**src/sorted_key_table_macros.svh**
```systemverilog
// Assertion macros used by the sorted key table datapath.
`ifndef SORTED_KEY_TABLE_MACROS_SVH
`define SORTED_KEY_TABLE_MACROS_SVH

// Same-cycle implication, disabled while reset is high.
`define SKT_ASSERT(label, clk, rst, ante, cons, msg) \
   label: assert property (@(posedge clk) disable iff (rst) (ante) |-> (cons)) \
      else $error(msg);

// Next-cycle implication, disabled while reset is high.
`define SKT_ASSERT_NEXT(label, clk, rst, ante, cons, msg) \
   label: assert property (@(posedge clk) disable iff (rst) (ante) |=> (cons)) \
      else $error(msg);

`endif

```
**src/skt_pkg.sv**
```systemverilog
// Types and constants shared by the sorted key table modules.
`default_nettype none

package skt_pkg;

   localparam int KEY_W     = 32;
   localparam int PAY_W     = 32;
   localparam int STATUS_W  = 2;
   localparam int POS_W     = 4;
   localparam int FILL_W    = 5;

   // Operation codes
   localparam logic OP_INSERT = 1'b0;
   localparam logic OP_DELETE = 1'b1;

   // Result status codes
   localparam logic [STATUS_W-1:0] ST_INSERTED  = 2'd0;
   localparam logic [STATUS_W-1:0] ST_FULL      = 2'd1;
   localparam logic [STATUS_W-1:0] ST_DELETED   = 2'd2;
   localparam logic [STATUS_W-1:0] ST_NOT_FOUND = 2'd3;

   typedef struct packed {
      logic                    operation;
      logic signed [KEY_W-1:0] key;
      logic [PAY_W-1:0]        payload;
   } req_type;

   typedef struct packed {
      logic [STATUS_W-1:0] status;
      logic [POS_W-1:0]    position;
      logic [FILL_W-1:0]   fill_count;
   } rsp_type;

   // Commands from the controller to the datapath
   typedef struct packed {
      logic capture;
      logic update;
   } skt_cmd_type;

endpackage

`default_nettype wire

```
**src/skt_ctrl.sv**
```systemverilog
// Controller: sequences compare and update for each transaction.
`default_nettype none

module skt_ctrl
   import skt_pkg::*;
(
   input  wire logic  clock,
   input  wire logic  reset,
   input  wire logic  start,
   output logic       busy,
   output skt_cmd_type cmd,
   output logic       rsp_valid
);

   typedef enum logic {
      ST_IDLE,
      ST_UPDATE
   } state_type;

   state_type state_ff;
   state_type state_in;
   logic      rsp_valid_ff;
   logic      rsp_valid_in;

   // Next state and commands
   always_comb begin
      state_in     = state_ff;
      rsp_valid_in = 1'b0;
      cmd.capture  = 1'b0;
      cmd.update   = 1'b0;
      case (state_ff)
         ST_IDLE: begin
            if (start) begin
               cmd.capture = 1'b1;
               state_in    = ST_UPDATE;
            end
         end
         ST_UPDATE: begin
            cmd.update   = 1'b1;
            rsp_valid_in = 1'b1;
            state_in     = ST_IDLE;
         end
         default: begin
            state_in = ST_IDLE;
         end
      endcase
   end

   // State and registered strobe
   always_ff @(posedge clock) begin
      if (reset) begin
         state_ff     <= ST_IDLE;
         rsp_valid_ff <= 1'b0;
      end else begin
         state_ff     <= state_in;
         rsp_valid_ff <= rsp_valid_in;
      end
   end

   assign busy      = (state_ff != ST_IDLE);
   assign rsp_valid = rsp_valid_ff;

endmodule

`default_nettype wire

```
**src/skt_datapath.sv**
```systemverilog
// Datapath: entry cells, parallel compare, shift update and result register.
`default_nettype none

`include "sorted_key_table_macros.svh"

module skt_datapath
   import skt_pkg::*;
#(
   parameter int DEPTH = 16
) (
   input  wire logic    clock,
   input  wire logic    reset,
   input  wire skt_cmd_type cmd,
   input  wire req_type req_data,
   output rsp_type      rsp_data
);

   localparam int IDX_W = (DEPTH > 1) ? $clog2(DEPTH) : 1;
   localparam int CNT_W = $clog2(DEPTH + 1);

   // Entry cells; contents above the fill count are don't-care
   logic signed [KEY_W-1:0] key_ff [DEPTH];
   logic [PAY_W-1:0]        pay_ff [DEPTH];
   logic [CNT_W-1:0]        cnt_ff;
   logic [CNT_W-1:0]        cnt_in;

   // Captured transaction and compare vectors
   req_type          req_ff;
   logic [DEPTH-1:0] less_ff;
   logic [DEPTH-1:0] eq_ff;
   logic [DEPTH-1:0] less_in;
   logic [DEPTH-1:0] eq_in;

   rsp_type rsp_ff;
   rsp_type rsp_in;

   // Insert/delete point: first entry whose key is not smaller
   logic [DEPTH-1:0] edge_vec;
   logic [IDX_W-1:0] pos;
   logic             found;
   logic             full;
   logic             ins_ok;
   logic             del_ok;

   // Neighbor values for the shifts
   logic signed [KEY_W-1:0] prev_key [DEPTH];
   logic [PAY_W-1:0]        prev_pay [DEPTH];
   logic signed [KEY_W-1:0] next_key [DEPTH];
   logic [PAY_W-1:0]        next_pay [DEPTH];

   // Parallel compare of the incoming key against every valid entry
   for (genvar i = 0; i < DEPTH; i++) begin : g_cmp
      logic valid;
      assign valid      = (CNT_W'(i) < cnt_ff);
      assign less_in[i] = valid && (key_ff[i] < req_data.key);
      assign eq_in[i]   = valid && (key_ff[i] == req_data.key);
   end

   always_ff @(posedge clock) begin
      if (cmd.capture) begin
         req_ff  <= req_data;
         less_ff <= less_in;
         eq_ff   <= eq_in;
      end
   end

   // One-hot edge of the thermometer less vector
   for (genvar i = 0; i < DEPTH; i++) begin : g_edge
      if (i == 0) begin : g_first
         assign edge_vec[i] = !less_ff[i];
      end else begin : g_rest
         assign edge_vec[i] = !less_ff[i] && less_ff[i-1];
      end
   end

   always_comb begin
      pos = '0;
      for (int i = 0; i < DEPTH; i++) begin
         if (edge_vec[i]) begin
            pos = pos | IDX_W'(i);
         end
      end
   end

   assign found  = |(edge_vec & eq_ff);
   assign full   = (cnt_ff == CNT_W'(DEPTH));
   assign ins_ok = (req_ff.operation == OP_INSERT) && !full;
   assign del_ok = (req_ff.operation == OP_DELETE) && found;

   // Neighbor taps
   for (genvar i = 0; i < DEPTH; i++) begin : g_nbr
      if (i == 0) begin : g_lo
         assign prev_key[i] = key_ff[i];
         assign prev_pay[i] = pay_ff[i];
      end else begin : g_lo_n
         assign prev_key[i] = key_ff[i-1];
         assign prev_pay[i] = pay_ff[i-1];
      end
      if (i == DEPTH - 1) begin : g_hi
         assign next_key[i] = key_ff[i];
         assign next_pay[i] = pay_ff[i];
      end else begin : g_hi_n
         assign next_key[i] = key_ff[i+1];
         assign next_pay[i] = pay_ff[i+1];
      end
   end

   // Cell update: open a slot on insert, close the gap on delete
   for (genvar i = 0; i < DEPTH; i++) begin : g_cell
      always_ff @(posedge clock) begin
         if (cmd.update && ins_ok && !less_ff[i]) begin
            if (edge_vec[i]) begin
               key_ff[i] <= req_ff.key;
               pay_ff[i] <= req_ff.payload;
            end else begin
               key_ff[i] <= prev_key[i];
               pay_ff[i] <= prev_pay[i];
            end
         end else if (cmd.update && del_ok && !less_ff[i]) begin
            key_ff[i] <= next_key[i];
            pay_ff[i] <= next_pay[i];
         end
      end
   end

   // Fill count
   always_comb begin
      cnt_in = cnt_ff;
      if (ins_ok) begin
         cnt_in = cnt_ff + CNT_W'(1);
      end else if (del_ok) begin
         cnt_in = cnt_ff - CNT_W'(1);
      end
   end

   always_ff @(posedge clock) begin
      if (reset) begin
         cnt_ff <= '0;
      end else if (cmd.update) begin
         cnt_ff <= cnt_in;
      end
   end

   // Result fields
   always_comb begin
      rsp_in.fill_count = FILL_W'(cnt_in);
      rsp_in.position   = '0;
      if (req_ff.operation == OP_INSERT) begin
         rsp_in.status = full ? ST_FULL : ST_INSERTED;
         if (ins_ok) begin
            rsp_in.position = POS_W'(pos);
         end
      end else begin
         rsp_in.status = found ? ST_DELETED : ST_NOT_FOUND;
         if (del_ok) begin
            rsp_in.position = POS_W'(pos);
         end
      end
   end

   always_ff @(posedge clock) begin
      if (cmd.update) begin
         rsp_ff <= rsp_in;
      end
   end

   assign rsp_data = rsp_ff;

   // Checks
   `SKT_ASSERT(a_less_thermo, clock, reset, cmd.update, ((less_ff >> 1) & ~less_ff) == '0, "compare vector is not a thermometer code; entries out of order")
   `SKT_ASSERT_NEXT(a_ins_count, clock, reset, cmd.update && ins_ok, cnt_ff == $past(cnt_ff) + CNT_W'(1), "insert did not raise the fill count by one")
   `SKT_ASSERT_NEXT(a_del_count, clock, reset, cmd.update && del_ok, cnt_ff == $past(cnt_ff) - CNT_W'(1), "delete did not lower the fill count by one")
   `SKT_ASSERT_NEXT(a_count_hold, clock, reset, !cmd.update, $stable(cnt_ff), "fill count changed outside an update")

endmodule

`default_nettype wire

```
**src/sorted_key_table.sv**
```systemverilog
// Sorted key table: ascending table of signed keys with payload handles.
//
// In the cycle start is accepted the new key is compared against every
// stored entry at once, and in the next cycle the entries shift by one
// place around the insert or delete point and the result is registered.
// busy is high during the update only, and no new start is taken while
// busy is high. The result appears on rsp_data with rsp_valid high for
// exactly one cycle, the cycle right after the update, which is also a
// cycle in which the next start can be taken. The receiver cannot stall
// results: it must take each one in the cycle it is shown. Inserts into a
// full table return the full status and leave the table alone; a delete of
// a missing key returns not-found. Entry storage needs no clearing after
// reset, only the fill count resets.
`default_nettype none

module sorted_key_table
   import skt_pkg::*;
#(
   parameter int TABLE_DEPTH = 16
) (
   input  wire logic    clock,
   input  wire logic    reset,
   input  wire logic    start,
   output logic         busy,
   input  wire req_type req_data,
   output logic         rsp_valid,
   output rsp_type      rsp_data
);

   skt_cmd_type cmd;

   // Sequencing
   skt_ctrl u_ctrl (
      .clock     (clock),
      .reset     (reset),
      .start     (start),
      .busy      (busy),
      .cmd       (cmd),
      .rsp_valid (rsp_valid)
   );

   // Storage, compare and shift
   skt_datapath #(
      .DEPTH (TABLE_DEPTH)
   ) u_datapath (
      .clock    (clock),
      .reset    (reset),
      .cmd      (cmd),
      .req_data (req_data),
      .rsp_data (rsp_data)
   );

endmodule

`default_nettype wire

```
**config.mk**
```make
export PLATFORM = sky130hd
export DESIGN_NAME = sorted_key_table
export DESIGN_NICKNAME = d
export VERILOG_FILES = /design/src/skt_pkg.sv /design/src/skt_ctrl.sv /design/src/skt_datapath.sv /design/src/sorted_key_table.sv
export VERILOG_INCLUDE_DIRS = /design/src /design/src/src
export SDC_FILE = /design/constraint.sdc
export NUM_CORES = 2
export LEC_CHECK = 0
export ABC_CLOCK_PERIOD_IN_PS = 4600
export BUFFER_PORTS_ARGS = -buffer_cell sky130_fd_sc_hd__buf_2
export CORE_MARGIN = 2
export CORE_UTILIZATION = 37
export DETAILED_ROUTE_END_ITERATION = 8
export PLACE_DENSITY = 0.63
export SETUP_SLACK_MARGIN = 0.05
export SYNTH_ARGS = -nofsm -noshare
export SYNTH_HDL_FRONTEND = slang
export SYNTH_SLANG_ARGS = --single-unit
```
**constraint.sdc**
```tcl
create_clock -name clock -period 4.6 [get_ports clock]
set_clock_uncertainty 0.15 [all_clocks]
set_input_delay 0.92 -clock clock [delete_from_list [all_inputs] [get_ports clock]]
set_output_delay 0.92 -clock clock [all_outputs]
set_load 0.03 [all_outputs]
```
==> impl_table.tex <==
\begin{tabular}{lr}
\hline
Metric & Value \\
\hline
\multicolumn{2}{l}{\textbf{Synth}} \\
\quad Yosys reg bits & around 600 \\
\quad Share of flip-flops with an asynchronous set or reset after synthesis & 0\% \\
\quad Number of distinct standard cells referenced by the synthesized netlist & 70 \\
\quad Synthesized netlist cell count & between 3,000 and 4,000 \\
\quad YS warnings & 0 \\
\quad Synth Net Count & approximately 4,400 \\
\quad Count of flip-flops with a built-in enable after synthesis & a little under 600 \\
\quad Area share of the leading cell type in the synthesized netlist & 43.0\% \\
\quad Most frequent cells after synthesis & edfxtp\_1, ha\_1, a21oi\_1 \\
\quad Largest area contributor in the netlist & edfxtp\_1 \\
\quad Dominant cell by count in the synthesized netlist & edfxtp\_1 \\
\quad Dominant register cell in the synthesized netlist & edfxtp\_1 \\
\quad Top cells by area, synth & edfxtp\_1, ha\_1, mux2i\_1 \\
\quad Mapped Avg Cell Area & $\sim$11 µm² \\
\quad Mapped Area & slightly above 0.04 mm² \\
\quad Register area share after synthesis & a little over two fifths \\
\multicolumn{2}{l}{\textbf{Detailed routing}} \\
\quad DRC violation count after routing & 0 \\
\quad Routed Wire Length & 110,000 µm \\
\quad First DRT Iteration DRCs & 2,114 \\
\quad Number of nets with antenna violations after detailed routing & 0 \\
\quad Routed via count divided by cell count & about 5.5 \\
\quad Via count & around 29,000 \\
\quad Average wire length per cell after detail routing & between 20 and 25 µm \\
\quad DR pass1 iterations & 6 \\
\multicolumn{2}{l}{\textbf{Floorplanning}} \\
\quad Die outline area & between 0.1 and 0.15 mm² \\
\quad Num ports & between 80 and 90 \\
\quad Row cnt & roughly 120 \\
\quad Starting density of the core & 37.2\% \\
\quad Floorplan Core Area & roughly 0.11 mm² \\
\quad Die extent in y & 337 µm \\
\quad Die boundary width & 337 µm \\
\multicolumn{2}{l}{\textbf{STA}} \\
\quad Total count of max-transition violations in the final report & 0 \\
\quad Unrepaired setup endpoints after global routing & false \\
\quad Ratio of final minimum period to clock period & between 80\% and 90\% \\
\quad Final setup viols & 0 \\
\quad Shortest period the worst path allows & about 3.9 ns \\
\quad Final critical-path setup slack & 0.745 ns \\
\quad Max Fclk & around 0.26 GHz \\
\quad Worst Tran Pin Value & $\sim$1.2 ns \\
\quad Setup\_tns & 0 ns \\
\quad Final number of hold-violating endpoints & 0 \\
\quad Remaining max-slew budget at the tightest pin & between 20\% and 30\% \\
\multicolumn{2}{l}{\textbf{Placement}} \\
\quad Pre-CTS setup slack & between 0.6 and 0.7 ns \\
\quad Number of input and output port buffers inserted & 48 \\
\quad Routability congestion estimate & $\sim$0.92 \\
\quad DP HPWL & 86,300 µm \\
\multicolumn{2}{l}{\textbf{Pwr}} \\
\quad Leakage dissipation & 19.0 nW \\
\quad Power Internal & between 10 and 15 mW \\
\quad Clock power frac & between 30\% and 40\% \\
\quad Fraction of power consumed by combinational cells & between 10\% and 20\% \\
\quad Peak supply drop & roughly 0.00025 V \\
\quad Portion of total power attributed to sequential cells & around 47\% \\
\quad Cell area power density & approximately 320 mW/mm² \\
\quad Switching share of power & between 20 and 30\% \\
\quad Power dissipated by switching net loads & 3.88 mW \\
\multicolumn{2}{l}{\textbf{Critical path}} \\
\quad Reg-to-reg critical path startpoint & u\_datapath.less\_ff[11] \\
\quad Critical path origin & u\_datapath.less\_ff[11] \\
\quad CP arrival & just under 4 ns \\
\quad CP Capture Type & register \\
\quad Required time of the critical path & roughly 4.7 ns \\
\quad CP startpoint kind & register \\
\quad Max FO, Critical Path & 13 \\
\quad Start-to-end type of the worst setup path & register to register \\
\multicolumn{2}{l}{\textbf{Cells and area}} \\
\quad Fill count & about 10,000 \\
\quad Inserted Diodes & 0 \\
\quad Final Util & 40.8\% \\
\quad Share of cells above drive strength 1 & a little over a tenth \\
\quad Area of the multi-input gates & between 0.02 and 0.025 mm² \\
\quad Area growth from synthesis to final layout & 9.71\% \\
\quad Sequential Area & 0.0178 mm² \\
\quad Layout Nets & between 4,000 and 5,000 \\
\multicolumn{2}{l}{\textbf{Global routing}} \\
\quad Pin count of the biggest net entering global routing & 65 \\
\quad Vias in the first global route & approximately 29,000 \\
\quad Global-route congestion overflow total & 0 \\
\quad GR Util All Layers & between 10\% and 20\% \\
\quad Wire length of the first global-routing pass & around 170,000 µm \\
\quad Initial antenna violation count & 2 \\
\multicolumn{2}{l}{\textbf{Clock network}} \\
\quad TritonCTS clock tree & done \\
\quad Number of hold buffers added after CTS & 0 \\
\quad Worst-path clk slew & 0.06 ns \\
\quad Clock latency of the later-clocked register in the worst-skew pair & about 0.64 ns \\
\quad \# H-tree levels & 3 \\
\quad Num CTS Buffers & around 70 \\
\quad Total of cells resized after clock tree synthesis & 0 \\
\quad Root Buffer & clkbuf\_16 \\
\quad Post-CTS Setup Bufs & 0 \\
\quad CTS Sinks & slightly below 600 \\
\quad Buffer depth of the longest clock path & 3 \\
\multicolumn{2}{l}{\textbf{Worst hold path}} \\
\quad Hold path start & req\_data[64] \\
\quad Worst hold-check path type & primary input to register \\
\multicolumn{2}{l}{\textbf{Flow run}} \\
\quad Max\_cap viols & 0 \\
\multicolumn{2}{l}{\textbf{Status}} \\
\quad Result of the run & finished, final reports clean \\
\hline
\end{tabular}
power groups by stage:
stage | logic [mW] | clock network [mW] | registers [mW]
after floorplan | 1.46 | 0 | 6.58
after CTS | 2.00 | 5.71 | 6.62
after global routing | 2.24 | 5.92 | 6.66
after detailed placement | 1.98 | 0 | 6.73
final | 2.00 | 5.62 | 6.63
after global placement | 1.91 | 0 | 6.72
per-stage QoR:
| stage | power, mW | instances | hold slack (ns) | area, µm² |
|---|---|---|---|---|
| final | 14.2 | 5307 | 0.330 | 45000 |
| after global routing | 14.8 | 5307 | 0.318 | 45000 |
| after CTS | 14.3 | 5307 | 0.301 | 45000 |
| after detailed placement | 8.71 | 5179 | 0.441 | 42800 |
| after global placement | 8.63 | 5179 | 0.438 | 42800 |
| after floorplan | 8.04 | 3775 | 0.379 | 41100 |
kinds of logic (layout without fill, tap and decap cells):
| logic type | after synthesis | count (layout) | share of synthesized area, % |
|---|---|---|---|
| XOR/XNOR | 6 | 6 | 0.128 |
| AO/OA/AOI/OAI | 893 | 893 | 13.2 |
| multiplexers | 510 | 510 | 12.6 |
| adder cells (fa/ha/maj) | 516 | 516 | 15.7 |
| flip-flops | 595 | 595 | 43.3 |
| buffers and inverters | 274 | 318 | 3.60 |
| AND/OR/NAND/NOR | 981 | 981 | 11.3 |
critical path: stages (launching register included):
cell      delay [ns]
edfxtp_1        0.58
and3b_1         0.39
a2111o_1        0.45
or4_1           0.71
buf_4           0.30
a21oi_2         0.57
a41oi_1         0.29
worst paths after layout:
kind	endpoint	slack (ns)	depth (start not counted)
worst max-delay path	u_datapath.rsp_data[8]	0.74	6
worst max register to register	u_datapath.rsp_data[8]	0.74	6
worst min register to register	u_datapath.key_ff[0][21]	0.45	1
worst min-delay path	u_datapath.req_ff[64]	0.33	1
layout make-up:
cell class                      instances  share of cell area (%)
Clock buffer                           92                    4.31
Clock inverter                         36                   0.672
Inverter                               75                   0.625
Multi-Input combinational cell       2906                    48.8
Sequential cell                       595                    39.5
Tap cell                             1488                    4.13
Timing Repair Buffer                  115                    1.90
layout by cell type (no fill, tap or decap), types with 9 or more instances in the layout:
cell type	count
buf_12	9
mux2i_1	443
nand2_1	176
buf_2	48
a21o_1	39
o211ai_1	17
inv_1	74
nand4_1	61
and3_1	10
mux2_1	30
nor2b_1	22
a21boi_0	11
o21ai_0	98
o31a_1	10
or3_1	10
edfxtp_1	588
a221oi_1	26
a21oi_1	513
nor2_4	16
o21a_1	19
clkbuf_1	17
and4_1	43
nor2_1	472
nand3_1	45
buf_4	58
nor3_1	34
mux2_2	37
ha_1	516
nor2_2	10
nand3b_1	15
clkinv_1	14
clkinv_2	13
nor4_1	16
a221o_1	14
clkbuf_16	75
a21oi_2	105
sequential cells by signal (all words and copies together) (netlist names):
register and flops:
u_ctrl.busy 1, u_datapath.eq_ff 16, u_datapath.cnt_ff 5, u_ctrl.rsp_valid 1
u_datapath.rsp_data 11, u_datapath.less_ff 16, u_datapath.key_ff 512, u_datapath.req_ff 33
layer usage:
metal	part of all wire, %	GRT usage (%)
met5	0.12	0.723
met3	5.4	2.83
met1	45	25.2
met2	46	31.9
met4	3.2	6.76
No activity file was read; power rests on OpenSTA's default activity.
